**config.mk**
```make
export PLATFORM = sky130hd
export DESIGN_NAME = string_escape_decoder_top
export DESIGN_NICKNAME = d
export VERILOG_FILES = /design/src/hdl/sed_pkg.sv /design/src/hdl/string_escape_decoder_top.sv
export SDC_FILE = /design/constraint.sdc
export NUM_CORES = 1
export LEC_CHECK = 0
export ABC_AREA = 1
export BUFFER_PORTS_ARGS = -buffer_cell sky130_fd_sc_hd__buf_4
export CAP_MARGIN = 40
export CORE_ASPECT_RATIO = 0.6
export CORE_MARGIN = 8
export CORE_UTILIZATION = 55
export DETAILED_ROUTE_END_ITERATION = 12
export PLACE_DENSITY = 0.75
export SLEW_MARGIN = 20
export SYNTH_ARGS = -nofsm -noshare
export SYNTH_HDL_FRONTEND = slang
export SYNTH_SLANG_ARGS = --single-unit
```
**constraint.sdc**
```tcl
create_clock -name clk -period 4.4 [get_ports clk]
set_input_delay 0.44 -clock clk [delete_from_list [all_inputs] [get_ports clk]]
set_output_delay 0.44 -clock clk [all_outputs]
set_load 0.05 [all_outputs]
```
**src/hdl/sed_pkg.sv**
```systemverilog
// sed_pkg: shared types, codes and character constants for the string escape decoder
// depends on: nothing

package sed_pkg;

  // decoder mode codes
  localparam logic [1:0] MODE_NORMAL = 2'd0;
  localparam logic [1:0] MODE_ESC    = 2'd1;
  localparam logic [1:0] MODE_DIGITS = 2'd2;

  // digit run radix codes
  localparam logic [1:0] RADIX_OCT = 2'd0;
  localparam logic [1:0] RADIX_DEC = 2'd1;
  localparam logic [1:0] RADIX_HEX = 2'd2;

  // byte count saturates here
  localparam logic [15:0] COUNT_CAP = 16'hFFFF;

  // characters
  localparam logic [7:0] CH_NUL    = 8'h00;
  localparam logic [7:0] CH_BSLASH = 8'h5C;
  localparam logic [7:0] CH_DIG0   = 8'h30;
  localparam logic [7:0] CH_DIG1   = 8'h31;
  localparam logic [7:0] CH_DIG7   = 8'h37;
  localparam logic [7:0] CH_DIG9   = 8'h39;
  localparam logic [7:0] CH_LA     = 8'h61;
  localparam logic [7:0] CH_LF     = 8'h66;
  localparam logic [7:0] CH_UA     = 8'h41;
  localparam logic [7:0] CH_UF     = 8'h46;
  localparam logic [7:0] CH_O      = 8'h6F;
  localparam logic [7:0] CH_D      = 8'h64;
  localparam logic [7:0] CH_X      = 8'h78;
  localparam logic [7:0] CH_B      = 8'h62;
  localparam logic [7:0] CH_E      = 8'h65;
  localparam logic [7:0] CH_N      = 8'h6E;
  localparam logic [7:0] CH_R      = 8'h72;
  localparam logic [7:0] CH_T      = 8'h74;

  // control bytes
  localparam logic [7:0] BYTE_BS  = 8'd8;
  localparam logic [7:0] BYTE_ESC = 8'd27;
  localparam logic [7:0] BYTE_FF  = 8'd12;
  localparam logic [7:0] BYTE_LF  = 8'd10;
  localparam logic [7:0] BYTE_CR  = 8'd13;
  localparam logic [7:0] BYTE_TAB = 8'd9;

  typedef struct packed {
    logic [15:0] byte_count;
    logic        bad_escape;
    logic        is_end;
    logic [7:0]  data_byte;
  } res_t;

  typedef struct packed {
    logic       ok;
    logic [3:0] val;
  } digit_t;

  // digit value of c in the given radix
  function automatic digit_t digit_val(input logic [7:0] c, input logic [1:0] radix);
    digit_t d;
    d.ok  = 1'b0;
    d.val = 4'd0;
    if (c >= CH_DIG0 && c <= CH_DIG9) begin
      d.ok  = 1'b1;
      d.val = c[3:0];
    end else if ((c >= CH_LA && c <= CH_LF) || (c >= CH_UA && c <= CH_UF)) begin
      d.ok  = 1'b1;
      d.val = 4'(c[2:0] + 3'd1) + 4'd8;
    end
    if (radix == RADIX_OCT && d.val >= 4'd8) d.ok = 1'b0;
    else if (radix == RADIX_DEC && d.val >= 4'd10) d.ok = 1'b0;
    return d;
  endfunction

endpackage

```
**src/hdl/string_escape_decoder_top.sv**
```systemverilog
// string_escape_decoder_top: backslash escape decoder, one character per beat
// depends on: sed_pkg

// channel | dir | ports                                   | payload
// in_     | in  | in_tvalid, in_tready, in_tdata[7:0]      | char_in
// out_    | out | out_tvalid, out_tready, out_tdata[23:0], | data_byte, byte_count,
//         |     | out_tlast, out_tuser                     | is_end, bad_escape
//
// a character is decoded in the cycle it is taken and its 0..2 results are written
// into a four-entry result queue; results leave one per cycle while out_tready is high,
// from the cycle after entry; one character per cycle sustained while the output keeps
// up; in_tready drops when the queue has fewer than two free slots
// rst_n (synchronous) empties the queue and returns the decoder to normal mode

module string_escape_decoder_top
  import sed_pkg::*;
(
  input  logic        clk,
  input  logic        rst_n,
  input  logic        in_tvalid,
  output logic        in_tready,
  input  logic [7:0]  in_tdata,   // [7:0] char_in
  output logic        out_tvalid,
  input  logic        out_tready,
  output logic [23:0] out_tdata,  // [7:0] data_byte, [23:8] byte_count
  output logic        out_tlast,  // is_end
  output logic        out_tuser   // bad_escape
);

  logic [1:0]  mode_r, mode_nxt;
  logic [1:0]  radix_r, radix_nxt;
  logic [2:0]  left_r, left_nxt;
  logic [9:0]  acc_r, acc_nxt;
  logic        have_r, have_nxt;
  logic [15:0] cnt_r, cnt_nxt;

  res_t        fifo_r [4];
  logic [1:0]  wp_r, rp_r;
  logic [2:0]  fcnt_r;

  logic        in_fire, out_fire;
  logic [7:0]  c;
  digit_t      dv;
  logic [9:0]  acc_mul;
  logic        ea, eb, b_end, b_bad, run_normal;
  logic [7:0]  av, b_byte;
  logic [15:0] cnt_a, end_count;
  res_t        res_a, res_b, wr0, wr1;
  logic [1:0]  n_push;

  assign c         = in_tdata;
  assign in_tready = (fcnt_r <= 3'd2);
  assign in_fire   = in_tvalid && in_tready;
  assign out_tvalid = (fcnt_r != 3'd0);
  assign out_fire  = out_tvalid && out_tready;

  assign dv = digit_val(c, radix_r);

  always_comb begin
    case (radix_r)
      RADIX_DEC: acc_mul = (acc_r << 3) + (acc_r << 1) + {6'd0, dv.val};
      RADIX_HEX: acc_mul = (acc_r << 4) + {6'd0, dv.val};
      default:   acc_mul = (acc_r << 3) + {6'd0, dv.val};
    endcase
  end

  always_comb begin
    mode_nxt   = mode_r;
    radix_nxt  = radix_r;
    left_nxt   = left_r;
    acc_nxt    = acc_r;
    have_nxt   = have_r;
    ea         = 1'b0;
    av         = 8'd0;
    eb         = 1'b0;
    b_end      = 1'b0;
    b_bad      = 1'b0;
    b_byte     = 8'd0;
    run_normal = 1'b0;

    case (mode_r)
      MODE_ESC: begin
        mode_nxt = MODE_NORMAL;
        case (c)
          CH_NUL: begin
            eb = 1'b1; b_end = 1'b1; b_bad = 1'b1;
          end
          CH_DIG0, CH_O, CH_D: begin
            mode_nxt  = MODE_DIGITS;
            radix_nxt = (c == CH_D) ? RADIX_DEC : RADIX_OCT;
            left_nxt  = 3'd3;
            acc_nxt   = 10'd0;
            have_nxt  = (c == CH_DIG0);
          end
          CH_X: begin
            mode_nxt  = MODE_DIGITS;
            radix_nxt = RADIX_HEX;
            left_nxt  = 3'd2;
            acc_nxt   = 10'd0;
            have_nxt  = 1'b0;
          end
          CH_B: begin eb = 1'b1; b_byte = BYTE_BS;  end
          CH_E: begin eb = 1'b1; b_byte = BYTE_ESC; end
          CH_LF: begin eb = 1'b1; b_byte = BYTE_FF; end
          CH_N: begin eb = 1'b1; b_byte = BYTE_LF;  end
          CH_R: begin eb = 1'b1; b_byte = BYTE_CR;  end
          CH_T: begin eb = 1'b1; b_byte = BYTE_TAB; end
          default: begin
            if (c >= CH_DIG1 && c <= CH_DIG7) begin
              mode_nxt  = MODE_DIGITS;
              radix_nxt = RADIX_OCT;
              left_nxt  = 3'd2;
              acc_nxt   = {7'd0, c[2:0]};
              have_nxt  = 1'b1;
            end else begin
              eb = 1'b1; b_byte = c;
            end
          end
        endcase
      end
      MODE_DIGITS: begin
        if (dv.ok && left_r != 3'd0) begin
          left_nxt = left_r - 3'd1;
          acc_nxt  = acc_mul;
          have_nxt = 1'b1;
          if (left_r == 3'd1) begin
            mode_nxt = MODE_NORMAL;
            ea       = 1'b1;
            av       = acc_mul[7:0];
            acc_nxt  = 10'd0;
            have_nxt = 1'b0;
          end
        end else begin
          // run ended on a non-digit: flush, then treat the character as plain
          mode_nxt   = MODE_NORMAL;
          ea         = have_r;
          av         = acc_r[7:0];
          acc_nxt    = 10'd0;
          have_nxt   = 1'b0;
          left_nxt   = 3'd0;
          run_normal = 1'b1;
        end
      end
      default: begin
        mode_nxt   = MODE_NORMAL;
        run_normal = 1'b1;
      end
    endcase

    if (run_normal) begin
      if (c == CH_NUL) begin
        eb = 1'b1; b_end = 1'b1;
      end else if (c == CH_BSLASH) begin
        mode_nxt = MODE_ESC;
      end else begin
        eb = 1'b1; b_byte = c;
      end
    end
  end

  // byte count through both possible results
  always_comb begin
    cnt_a     = (ea && cnt_r != COUNT_CAP) ? cnt_r + 16'd1 : cnt_r;
    end_count = b_bad ? 16'd0 : cnt_a;
    cnt_nxt   = cnt_a;
    if (eb && !b_end && cnt_a != COUNT_CAP) cnt_nxt = cnt_a + 16'd1;
  end

  always_comb begin
    res_a.data_byte  = av;
    res_a.is_end     = 1'b0;
    res_a.bad_escape = 1'b0;
    res_a.byte_count = 16'd0;
    res_b.data_byte  = b_end ? 8'd0 : b_byte;
    res_b.is_end     = b_end;
    res_b.bad_escape = b_bad;
    res_b.byte_count = b_end ? end_count : 16'd0;
    wr0    = ea ? res_a : res_b;
    wr1    = res_b;
    n_push = {1'b0, ea} + {1'b0, eb};
  end

  always_ff @(posedge clk) begin
    if (!rst_n) begin
      mode_r  <= MODE_NORMAL;
      radix_r <= RADIX_OCT;
      left_r  <= 3'd0;
      acc_r   <= 10'd0;
      have_r  <= 1'b0;
      cnt_r   <= 16'd0;
    end else if (in_fire) begin
      if (b_end) begin
        mode_r  <= MODE_NORMAL;
        radix_r <= RADIX_OCT;
        left_r  <= 3'd0;
        acc_r   <= 10'd0;
        have_r  <= 1'b0;
        cnt_r   <= 16'd0;
      end else begin
        mode_r  <= mode_nxt;
        radix_r <= radix_nxt;
        left_r  <= left_nxt;
        acc_r   <= acc_nxt;
        have_r  <= have_nxt;
        cnt_r   <= cnt_nxt;
      end
    end
  end

  // result queue
  always_ff @(posedge clk) begin
    if (in_fire) begin
      if (n_push != 2'd0) fifo_r[wp_r] <= wr0;
      if (n_push == 2'd2) fifo_r[wp_r + 2'd1] <= wr1;
    end
  end

  always_ff @(posedge clk) begin
    if (!rst_n) begin
      wp_r   <= 2'd0;
      rp_r   <= 2'd0;
      fcnt_r <= 3'd0;
    end else begin
      if (in_fire) wp_r <= wp_r + n_push;
      if (out_fire) rp_r <= rp_r + 2'd1;
      fcnt_r <= fcnt_r + (in_fire ? {1'b0, n_push} : 3'd0) - {2'd0, out_fire};
    end
  end

  assign out_tdata = {fifo_r[rp_r].byte_count, fifo_r[rp_r].data_byte};
  assign out_tlast = fifo_r[rp_r].is_end;
  assign out_tuser = fifo_r[rp_r].bad_escape;

  a_fifo_bound: assert property (@(posedge clk) disable iff (!rst_n)
    fcnt_r <= 3'd4)
    else $error("result queue overflow");

  a_end_clears: assert property (@(posedge clk) disable iff (!rst_n)
    in_fire && in_tdata == CH_NUL |=> mode_r == MODE_NORMAL && cnt_r == 16'd0
      && left_r == 3'd0 && !have_r)
    else $error("decoder state not cleared after end of string");

  a_bad_is_end: assert property (@(posedge clk) disable iff (!rst_n)
    out_tvalid && out_tuser |-> out_tlast && out_tdata == 24'd0)
    else $error("bad escape flag on a non-end or nonzero result");

  a_data_no_count: assert property (@(posedge clk) disable iff (!rst_n)
    out_tvalid && !out_tlast |-> out_tdata[23:8] == 16'd0 && !out_tuser)
    else $error("count or flag on a data result");

endmodule

```
After elaboration in Yosys (flattened, before gate mapping)
Memory sizes are Yosys's and may differ from the RTL's. A register that Yosys moved wholly into a read port is not among the register bits.
Index checks and enable logic that the tools add are counted.
Operators by class
  $add $sub $neg: 15
  $lt $le $gt $ge: 11
  eq/ne operators: 23
  multiplexer cells: 76
  reductions and logical operators: 29
Operators by type and width (count)
  $mux W8: 13
  $eq A8 B7 Y1 const B: 10
  $mux W16: 5
  $pmux W8 S7: 1
  $pmux W8 S2: 3
  $add A16 B1 Y16 const B: 2
  $ne A16 B16 Y1 const B: 2
  $mux W1: 26
  $mux W2: 13
  $mux W26: 1
  $add A8 B4 Y8: 3
  $ge A8 B6 Y1 const B: 2
  $ge A8 B7 Y1 const B: 2
  $le A8 B6 Y1 const B: 2
  $le A8 B7 Y1 const B: 2
  $logic_and A1 B1 Y1: 12
  $reduce_and A4 Y1: 3
  $mux W5: 2
  $mux W3: 3
  $pmux W3 S3: 1
  $reduce_bool A3 Y1: 3
  $add A8 B8 Y8: 1
  $eq A8 B6 Y1 const B: 1
  $ge A4 B4 Y1 const B: 2
  other kinds (31): 39
Storage, ports and cells
  register bits after elaboration: 39
  bits in writable memories: 104
  bits of input ports: 12
  output and inout bits: 28
  word-level logic and storage cells: 164
  memories kept: 1
Memory list
  fifo_r: depth 4, width 26, rd ports 1, clocked after memory_dff 1, write ports 2, RTL line string_escape_decoder_top.sv:37  | res_t fifo_r [4];

Logic depth before layout (Yosys ltp)
Gate-level depths: netlist of run 1.
  depth after elaboration: 18
  mapped depth: 31
  depth with buffers taken out: 29

Least setup slack after synthesis of run 1
OpenSTA, ideal clock, no wires.
  path type: input-to-reg
  start: input in_tdata[1]
  end: memory fifo_r[0][0] in the netlist's numbering (enable)
  arrival time: 4307 ps
  data required time: 3955 ps
  path slack: -352 ps
  cell stages on the path: 21
  path buffers: 0
  cells stage by stage: inv_1 ha_1 o21ai_2 nand2_2 nand2_2 inv_2 nand2_1 nand2_1 nand2_1 nand2_1 nand2_1 nand2_2 nand2_4 nor2_2 inv_1 o21ai_1 nor2_1 nor2_1 ha_1 or2_2 o21ai_0
RTL lines
  start: declaration: RTL line string_escape_decoder_top.sv:22  | input logic [7:0] in_tdata,
  end: declaration: RTL line string_escape_decoder_top.sv:37

Worst setup path after layout of run 1
  start: input in_tdata[1]
  end: register fcnt_r[2]
Between the ends
  word-level cells in the longest chain between the ends: 17
  elaborated cells between the ends (all ways): 52
  those cells by class: add/sub: 5; order compare: 10; eq/ne: 11; mux: 15; reduce/logical: 11
RTL lines
  branches (longest 13 deep; another with $add A3 B1 Y4)
  $add A1 B1 Y2 (*): RTL line string_escape_decoder_top.sv:180  | n_push = {1'b0, ea} + {1'b0, eb};
  $mux W2 (*): RTL line string_escape_decoder_top.sv:226  | fcnt_r <= fcnt_r + (in_fire ? {1'b0, n_push} : 3'd0) - {2'd0, out_fire};
  $add A3 B2 Y3 (*): RTL line string_escape_decoder_top.sv:226
  $sub A3 B1 Y3 (*): RTL line string_escape_decoder_top.sv:226
  end signal: assignment: RTL line string_escape_decoder_top.sv:226
  end: declaration: RTL line string_escape_decoder_top.sv:39  | logic [2:0] fcnt_r;
Mark *: on every way between the ends.
A chain may end at the register's enable or synchronous reset.

==> results of run 1 <==
[routing by layer]
layer | track usage | part of all wire
met5 | 0 | 0
met2 | 0.364 | 0.42
met1 | 0.359 | 0.46
met4 | 0.0566 | 0.011
met3 | 0.0552 | 0.11
[sequential cells by signal, indices dropped and copies added (netlist names), named ones only]
| register | count |
|---|---|
| fcnt_r | 3 |
| cnt_r | 16 |
| wp_r | 2 |
| have_r | 1 |
| mode_r | 2 |
| rp_r | 2 |
| acc_r | 8 |
| radix_r | 2 |
| fifo_r | 104 |
| left_r | 3 |
[area by class of cell]
type,count,area (µm²),area share
multi-input cells,825,4360,0.427
well taps,209,262,0.0257
inverters,129,484,0.0475
clock buffers,17,425,0.0417
flip-flops and latches,145,3940,0.387
clock inverters,15,184,0.0180
repair buffers,68,538,0.0528
[logic make-up (layout without fill, tap and decap cells)]
| group | count (synthesis) | count (layout) | synth area share |
|---|---|---|---|
| fa+ha+maj | 37 | 37 | 0.0540 |
| buf+inv | 174 | 229 | 0.0781 |
| compound gates | 215 | 215 | 0.137 |
| flops | 145 | 145 | 0.439 |
| xor+xnor | 25 | 25 | 0.0244 |
| simple gates | 548 | 548 | 0.268 |
[critical path, stage by stage]
cell	delay, ns
buf_4	0.10
inv_1	0.11
ha_1	0.26
nand3b_1	0.24
nand3_1	0.13
nand2_1	0.05
nand2_1	0.10
nand2_1	0.06
nand2_1	0.06
nand2_1	0.06
nand2_2	0.09
nand2_4	0.10
nor2_2	0.19
inv_1	0.08
o21ai_1	0.20
nor2_1	0.13
nor2_1	0.15
inv_1	0.08
ha_1	0.30
nand2_1	0.07
ha_1	0.27
inv_1	0.04
ha_1	0.18
fa_1	0.38
xor2_1	0.18
o21ai_0	0.14
a21oi_1	0.05
[cell usage in the layout (no fill, tap or decap), drive strengths merged, types with 17 or more instances in the layout]
cell    Yosys  layout
nor3       17      17
o22ai      40      40
o21ai      95      95
ha         34      34
dfxtp      41      41
nand4      24      24
nand3      61      61
buf        11      68
edfxtp    104     104
nor2      213     213
xor2       23      23
inv       127     134
nand2     219     219
a21oi      49      49
clkbuf     34      17
[power breakdown]
part           switching, mW  internal [mW]
logic                   1.00          0.369
clock network          0.697          0.772
registers             0.0450           1.59
[through the flow]
| step | std cells | hold slack [ns] | area [µm²] | setup WS [ns] |
|---|---|---|---|---|
| after floorplan | 1144 | 0.436 | 8980 | -0.352 |
| after global routing | 1408 | 0.327 | 10200 | 0.129 |
| after CTS | 1407 | 0.308 | 10200 | 0.512 |
| after global placement | 1373 | 0.453 | 9550 | 0.250 |
| final | 1408 | 0.320 | 10200 | 0.459 |
| after detailed placement | 1375 | 0.464 | 9570 | 0.0530 |
[final timing paths]
kind / end / slack (ns) / cells after the start
setup / recovery: fcnt_r[2] / 0.46 / 27
hold reg to reg: cnt_r[3] / 0.47 / 2
hold / removal: fcnt_r[0] / 0.32 / 3
setup reg to reg: cnt_r[3] / 0.62 / 19
==> flow_summary.json, run 1 <==
{
  "cts_setup_buffers": 0,
  "antenna_found_initial": 0,
  "async_reset_ff_frac": 0,
  "syn_nets": 1193,
  "grt_setup_unrepaired": "false",
  "clockBufferDepth": 2,
  "portBuffers": 39,
  "yosys.area.top_type": "edfxtp_1",
  "drive_above_1_share": 0.133,
  "syn_area_per_cell_um2": 7.85,
  "yosysWarnings": 0,
  "drc": 0,
  "startpoint": "in_tdata[1]",
  "peakVddDrop_uv": 298,
  "antennaDiodeCount": 0,
  "utilization": 0.632,
  "areaGrowthSynthToFinish_pct": 13.5,
  "maxCapViolCount": 0,
  "power_density_nw_per_um2": 439,
  "critical_path_required_ns": 4.72,
  "first_global_vias": 7722,
  "gp_congestion": 0.977,
  "max-slew-margin-rel": 0.496,
  "yosysSeqAreaShare": 0.439,
  "fp-row-count": 36,
  "setup_violations": 0,
  "ys_ff_latch": 145,
  "vias": 8315,
  "fin_skew_ns": 0.0147,
  "wl_per_cell_um": 18.0,
  "vias_per_cell": 5.91,
  "cts_hold_buf": 0,
  "fp.coreArea_um2": 16100,
  "numClockSinks": 145,
  "period_share": 0.896,
  "power_leakage_nw": 4.37,
  "max_freq_mhz": 254,
  "status": "finished clean",
  "grt-ovfl-total": 0,
  "initial_core_util": 0.557,
  "die_h_um": 115,
  "min_path_type": "input port to flop",
  "ys.flop_type": "edfxtp_1",
  "routed_wl_um": 25400,
  "setup_tns_ns": 0,
  "path_class": "input port to flop",
  "arrival_ns": 4.26,
  "synth.most_common_cell": "nor2_1",
  "synth_commonest_cells": "200 x nor2_1, 197 x nand2_1, 118 x inv_1",
  "grt_pass1_wl_um": 40800,
  "hold_violations": 0,
  "maxSlewViolCount": 0,
  "r2r-start": "cnt_r[0]",
  "nFillCells": 1351,
  "synth_cells": 1144,
  "numCtsBuffers": 17,
  "start_kind": "input port",
  "clkTransAtPathRegs_ns": 0.07,
  "cts-root-buf": "clkbuf_16",
  "tightest_slew_ns": 0.748,
  "drtPass1Iterations": 5,
  "fin_nets": 1235,
  "insertion_delay_ns": 0.43,
  "syn_area_um2": 8980,
  "yosysTopAreaCellShare": 0.348,
  "dpl.hpwl_um": 17900,
  "drtAntennaViolNets": 0,
  "p_total_mw": 4.48,
  "cts_repair_resize_count": 0,
  "cp-end-kind": "flop",
  "cts_tree": "yes",
  "hold_start": "rst_n",
  "dieArea_um2": 20800,
  "synth_edf_count": 104,
  "crit_fanout": 9,
  "synthTopCellsByArea": "edfxtp_1 35%, dfxtp_1 9.1%, nor2_1 8.4%, nand2_1 8.2%, o21ai_0 5.1%",
  "h-tree-depth": 4,
  "boundaryPins": 40,
  "synth_cell_types": 49,
  "drt_iter0_drc": 1209,
  "grt.total_usage": 0.245,
  "die_w_um": 181,
  "finalCriticalPeriod_ns": 3.94,
  "grt_max_degree": 53
}
Note: power is estimated with default switching activity, not from simulation.
==> run 2: changes to the inputs <==
Settings changed: ABC_AREA 1 to not set, ABC_CLOCK_PERIOD_IN_PS set to 4400, CORE_MARGIN 8 to not set.
==> run 2 against run 1 <==
Effect of this change:
- final area increased by 0.65%
- sequential cell count stayed put
- combinational power decreased by 4%
- setup slack got worse by 0.13 ns
- die area down 21%
- critical path depth decreased by 11
- critical endpoint is now cnt_r[11]
- register-to-register slack worse by 0.22 ns
- first-iteration DRC count down 23%
- sequential power increased by 2%
- via count fell by 14%
- maximum frequency decreased by 3.3%
- sequential share of layout area decreased by 0.24 points
- largest cell class unchanged
==> flow_summary.json, run 2 <==
{
  "cp.buffers_inverters": 4,
  "power_density_nw_per_um2": 434,
  "dp_cells": 1112,
  "antenna_found_initial": 0,
  "clkTransAtPathRegs_ns": 0.06,
  "max_freq_mhz": 245,
  "yosys.area_share.simple": 0.192,
  "synth_commonest_cells": "115 x nor2_1, 104 x edfxtp_1, 72 x nand2_1",
  "maxCapViolCount": 0,
  "boundaryPins": 40,
  "wl_per_cell_um": 20.2,
  "vias_per_cell": 6.26,
  "grt_max_degree": 27,
  "tightest_slew_ns": 0.852,
  "synth_cells": 866,
  "ys.flop_type": "edfxtp_1",
  "muxShareOfSynthArea": 0.106,
  "drtAntennaViolNets": 0,
  "gp_congestion": 0.960,
  "clockBufferDepth": 2,
  "top_register": "fifo_r",
  "layout_commonest_cell": "nor2_1",
  "vias": 7166,
  "routed_wl_um": 23100,
  "synthTopCellsByArea": "edfxtp_1 36%, dfxtp_1 9.4%, mux4_2 6.7%, nor2_1 4.9%, ha_1 4.8%",
  "async_reset_ff_frac": 0,
  "cpLargestDelayFamily": "compound AO/OA/AOI/OAI gates",
  "status": "finished clean",
  "numCtsBuffers": 17,
  "period_share": 0.926,
  "reg_top3": "fifo_r: 104 flops, cnt_r: 16 flops, acc_r: 8 flops",
  "layout_common_cells": "112 x nor2_1, 104 x edfxtp_1, 90 x buf_4, 72 x nand2_1",
  "power_leakage_nw": 3.67,
  "setup_violations": 0,
  "yosys.area.top_type": "edfxtp_1",
  "yosysTopAreaCellShare": 0.356,
  "cp_cell_sequence": "buf_4 > inv_1 > ha_4 > nor3b_4 > nand4bb_4 > a222oi_1 > buf_4 > o221ai_2 > nor3b_4 > inv_2 > or4_1 > a222oi_1 > nand4_2 > o211a_1 > a31o_1 > a221o_1",
  "path_class": "input port to flop",
  "fp-row-count": 35,
  "numClockSinks": 145,
  "grt_setup_unrepaired": "false",
  "fin_nets": 978,
  "grt.total_usage": 0.296,
  "h-tree-depth": 4,
  "areaGrowthSynthToFinish_pct": 16.9,
  "start_kind": "input port",
  "min_path_type": "input port to flop",
  "syn_area_per_cell_um2": 10.1,
  "critical_path_required_ns": 4.71,
  "finalCriticalPeriod_ns": 4.08,
  "drc": 0,
  "insertion_delay_ns": 0.43,
  "die_w_um": 165,
  "synth_top_family_by_area": "simple AND/OR/NAND/NOR gates",
  "worst_path_largest_cell_delay_ns": 0.56,
  "grt_pass1_wl_um": 36700,
  "hold_violations": 0,
  "synth_cell_types": 84,
  "synth_compound_area_frac": 0.130,
  "yosysSeqAreaShare": 0.449,
  "fp.coreArea_um2": 15500,
  "cts-root-buf": "clkbuf_16",
  "cp-end-kind": "flop",
  "cts_tree": "yes",
  "nFillCells": 1153,
  "initial_core_util": 0.568,
  "drtPass1Iterations": 6,
  "peakVddDrop_uv": 450,
  "die_h_um": 99.9,
  "maxSlewViolCount": 0,
  "max-slew-margin-rel": 0.432,
  "synth_xor_area_frac": 0.0279,
  "grt-ovfl-total": 0,
  "syn_area_um2": 8780,
  "cts_hold_buf": 0,
  "drive_above_1_share": 0.201,
  "arrival_ns": 4.39,
  "ys_ff_latch": 145,
  "synth_edf_count": 104,
  "cts_setup_buffers": 0,
  "synth_fa_ha_area_frac": 0.0553,
  "drt_iter0_drc": 932,
  "slowest_stage": "or4_1",
  "final_cells": 1145,
  "yosysWarnings": 0,
  "largest_reg_flops": 104,
  "fin_skew_ns": 0.00979,
  "antennaDiodeCount": 0,
  "first_global_vias": 6706,
  "syn_nets": 915,
  "synth.most_common_cell": "nor2_1",
  "dpl.hpwl_um": 16500,
  "crit_fanout": 8,
  "portBuffers": 39,
  "dieArea_um2": 16500,
  "cts_repair_resize_count": 0,
  "p_total_mw": 4.45
}
run 2: worst paths after layout:
kind / from / to / slack (ns) / depth (start not counted)
max reg2reg: left_r[0] / cnt_r[11] / 0.40 / 13
min reg2reg: left_r[1] / left_r[1] / 0.46 / 2
max: in_tdata[1] / cnt_r[11] / 0.32 / 16
min: rst_n / fcnt_r[0] / 0.25 / 2
run 2: final cells by class:
type                            count  area [µm²]  share of cell area
Clock buffer                       17         425              0.0415
Clock inverter                     15         165              0.0161
Inverter                           39         151              0.0148
Multi-Input combinational cell    633        4590               0.447
Sequential cell                   145        3950               0.385
Tap cell                          203         254              0.0248
Timing Repair Buffer               93         729              0.0711
run 2: metrics by stage:
step / utilization / setup WS, ns / TNS [ns] / hold slack [ns] / area, µm²
4_1_cts: 0.663 / 0.411 / 0 / 0.243 / 10200
5_1_grt: 0.664 / 0.0904 / 0 / 0.248 / 10300
3_5_place_dp: 0.625 / -0.0298 / -0.0469 / 0.454 / 9650
2_1_floorplan: - / -0.175 / -0.395 / 0.432 / 8880
6_report: 0.664 / 0.325 / 0 / 0.253 / 10300
3_3_place_gp: 0.622 / 0.0919 / 0 / 0.442 / 9610
run 2: cell families after synthesis:
group | after synthesis
compound gates | 166
xor+xnor | 28
fa+ha+maj | 37
buf+inv | 88
flops | 145
mux | 60
simple gates | 342
run 2: layer usage:
metal | wire length [µm] | global-route usage | up-vias
met2 | 9120 | 0.390 | 382
met4 | 242 | 0.0635 | 0
met5 | 0 | 0 | -
li1 | - | - | 3334
met1 | 10700 | 0.467 | 3430
met3 | 2970 | 0.0934 | 20
run 2: report_power, final:
group / total [mW] / switching (mW) / leakage, nW / internal [mW]
Combinational: 1.32 / 0.830 / 2.07 / 0.494
Sequential: 1.68 / 0.0981 / 1.31 / 1.59
Clock: 1.45 / 0.639 / 0.285 / 0.807
Total: 4.45 / 1.57 / 3.67 / 2.89
==> run 3: changes to the inputs <==
Settings changed: CAP_MARGIN 40 to 5, RECOVER_POWER set to 50.
==> run 3 against run 2 <==
Effect of this change:
- the run now ends with max-capacitance violations, max-slew violations left
- non-clock buffer count shrank 4
- first-iteration DRC count down 11%
- register-to-register slack better by 0.03 ns
- via count is 0.11% higher
- clock-buffer cell count unchanged
- maximum frequency down 0.90%
==> flow_summary.json, run 3 (synthesis gave the netlist of run 2 again) <==
{
  "top_register": "fifo_r",
  "maxCapViolCount": 1,
  "gp_congestion": 0.960,
  "ff_latch_area_um2": 3940,
  "pwr-share-clk": 0.328,
  "timing.final.ws_setup_ns": 0.288,
  "critical_path_required_ns": 4.69,
  "power.share.sequential": 0.398,
  "crit_fanout": 6,
  "grt_pass1_wl_um": 36700,
  "max_freq_mhz": 243,
  "path_class": "input port to flop",
  "holdWs_ns": 0.247,
  "h-tree-depth": 4,
  "utilization": 0.648,
  "dpl_worst_slack_ns": -0.0107,
  "fin_nets": 974,
  "initial_core_util": 0.568,
  "p_total_mw": 4.28,
  "multi_input_area_um2": 4570,
  "boundaryPins": 40,
  "largest_reg_flops": 104,
  "p_int_mw": 2.70,
  "cts_hold_buf": 0,
  "grt-ovfl-total": 0,
  "cts_tree": "yes",
  "final_cells": 1141,
  "layout_common_cells": "111 x nor2_1, 104 x edfxtp_1, 72 x nand2_1, 48 x buf_4, 43 x a21oi_1",
  "hold_violations": 0,
  "cpLargestDelayFamily": "compound AO/OA/AOI/OAI gates",
  "cp_cell_sequence": "clkbuf_4 > inv_1 > ha_4 > o21bai_1 > a21o_1 > clkbuf_1 > a21boi_0 > fa_1 > ha_1 > a21o_1 > a21o_1 > a21o_1 > a21oi_1 > xnor2_1 > a31oi_1 > o21ai_0 > mux2_2",
  "p_sw_mw": 1.57,
  "die_w_um": 165,
  "fp.coreArea_um2": 15500,
  "setup_violations": 0,
  "cp-end-kind": "flop",
  "violations": "max-capacitance violations, max-slew violations",
  "status": "finished, violations left",
  "die_h_um": 99.9,
  "grt.total_usage": 0.299,
  "dieArea_um2": 16500,
  "antennaDiodeCount": 0,
  "tightest_slew_ns": 1.73,
  "grt_setup_unrepaired": "false",
  "dpl_cell_area_um2": 9610,
  "layout_commonest_cell": "nor2_1",
  "clkTransAtPathRegs_ns": 0.06,
  "reg_top3": "fifo_r: 104 flops, cnt_r: 16 flops, acc_r: 8 flops",
  "cts_repair_resize_count": 0,
  "min_path_type": "input port to flop",
  "vias": 7174,
  "peakVddDrop_uv": 348,
  "insertion_delay_ns": 0.43,
  "combPwrFrac": 0.275,
  "drtPass1Iterations": 5,
  "nFillCells": 1252,
  "start_kind": "input port",
  "max-slew-margin-rel": -0.157,
  "slowest_stage": "fa_1",
  "fin_skew_ns": 0.0171,
  "power_density_nw_per_um2": 427,
  "clockBufferDepth": 2,
  "dp_cells": 1109,
  "wl_per_cell_um": 20.5,
  "cpMostUsedCell": "a21o_1",
  "vias_per_cell": 6.29,
  "drc": 0,
  "portBuffers": 39,
  "drtAntennaViolNets": 0,
  "grt_max_degree": 27,
  "cts-root-buf": "clkbuf_16",
  "drive_above_1_share": 0.157,
  "power_leakage_nw": 3.49,
  "areaGrowthSynthToFinish_pct": 14.1,
  "worst_path_largest_cell_delay_ns": 0.52,
  "dpl.hpwl_um": 16400,
  "arrival_ns": 4.41,
  "numClockSinks": 145,
  "cp.buffers_inverters": 3,
  "design_area_um2": 10000,
  "swShare": 0.368,
  "setup_tns_ns": 0,
  "routed_wl_um": 23400,
  "drt_iter0_drc": 827,
  "first_global_vias": 6621,
  "maxSlewViolCount": 27,
  "finalCriticalPeriod_ns": 4.11,
  "numCtsBuffers": 17,
  "period_share": 0.935,
  "fp-row-count": 35,
  "antenna_found_initial": 0,
  "cts_setup_buffers": 0
}
run 3: layer usage:
layer  vias to the layer above  GRT usage  wire length [µm]
met2                       412      0.400              9280
met5                         -          0                 0
met1                      3418      0.465             11000
met4                         0     0.0713               170
li1                       3324          -                 -
met3                        20     0.0897              3020
run 3: worst reg2reg max path, stage by stage, from the launching register on:
cell and delay (ns):
dfxtp_1 0.38, inv_1 0.08, ha_1 0.24, a222oi_1 0.33, clkbuf_1 0.19, o221ai_2 0.19
nor3b_4 0.28, buf_4 0.16, nand2_1 0.06, nand2_1 0.07, nand2_1 0.10, ha_2 0.22
and4b_1 0.20, a221o_1 0.33, o211ai_1 0.20, o211ai_2 0.24, or3_1 0.35, a32o_1 0.24
run 3: area by class of cell:
| type | count | area share |
|---|---|---|
| Timing Repair Buffer | 89 | 0.0526 |
| Clock buffer | 17 | 0.0425 |
| Multi-Input combinational cell | 633 | 0.457 |
| Clock inverter | 15 | 0.0142 |
| Tap cell | 203 | 0.0254 |
| Inverter | 39 | 0.0151 |
| Sequential cell | 145 | 0.394 |
run 3: power by group through the flow:
stage | sequential (mW) | clock [mW] | combinational (mW)
finish | 1.70 | 1.40 | 1.17
global route | 1.73 | 1.46 | 1.24
CTS | 1.71 | 1.41 | 1.27
detailed placement | 1.74 | 0 | 1.26
global placement | 1.73 | 0 | 1.25
floorplan | 1.64 | 0 | 0.993
run 3: path summary, 6_finish.rpt:
kind	startpoint	to	slack (ns)	cells past startpoint
hold / removal	rst_n	fcnt_r[0]	0.25	2
setup reg to reg	left_r[0]	cnt_r[9]	0.43	17
hold reg to reg	left_r[1]	left_r[1]	0.46	2
setup / recovery	in_tdata[1]	fifo_r[0][7]	0.29	17
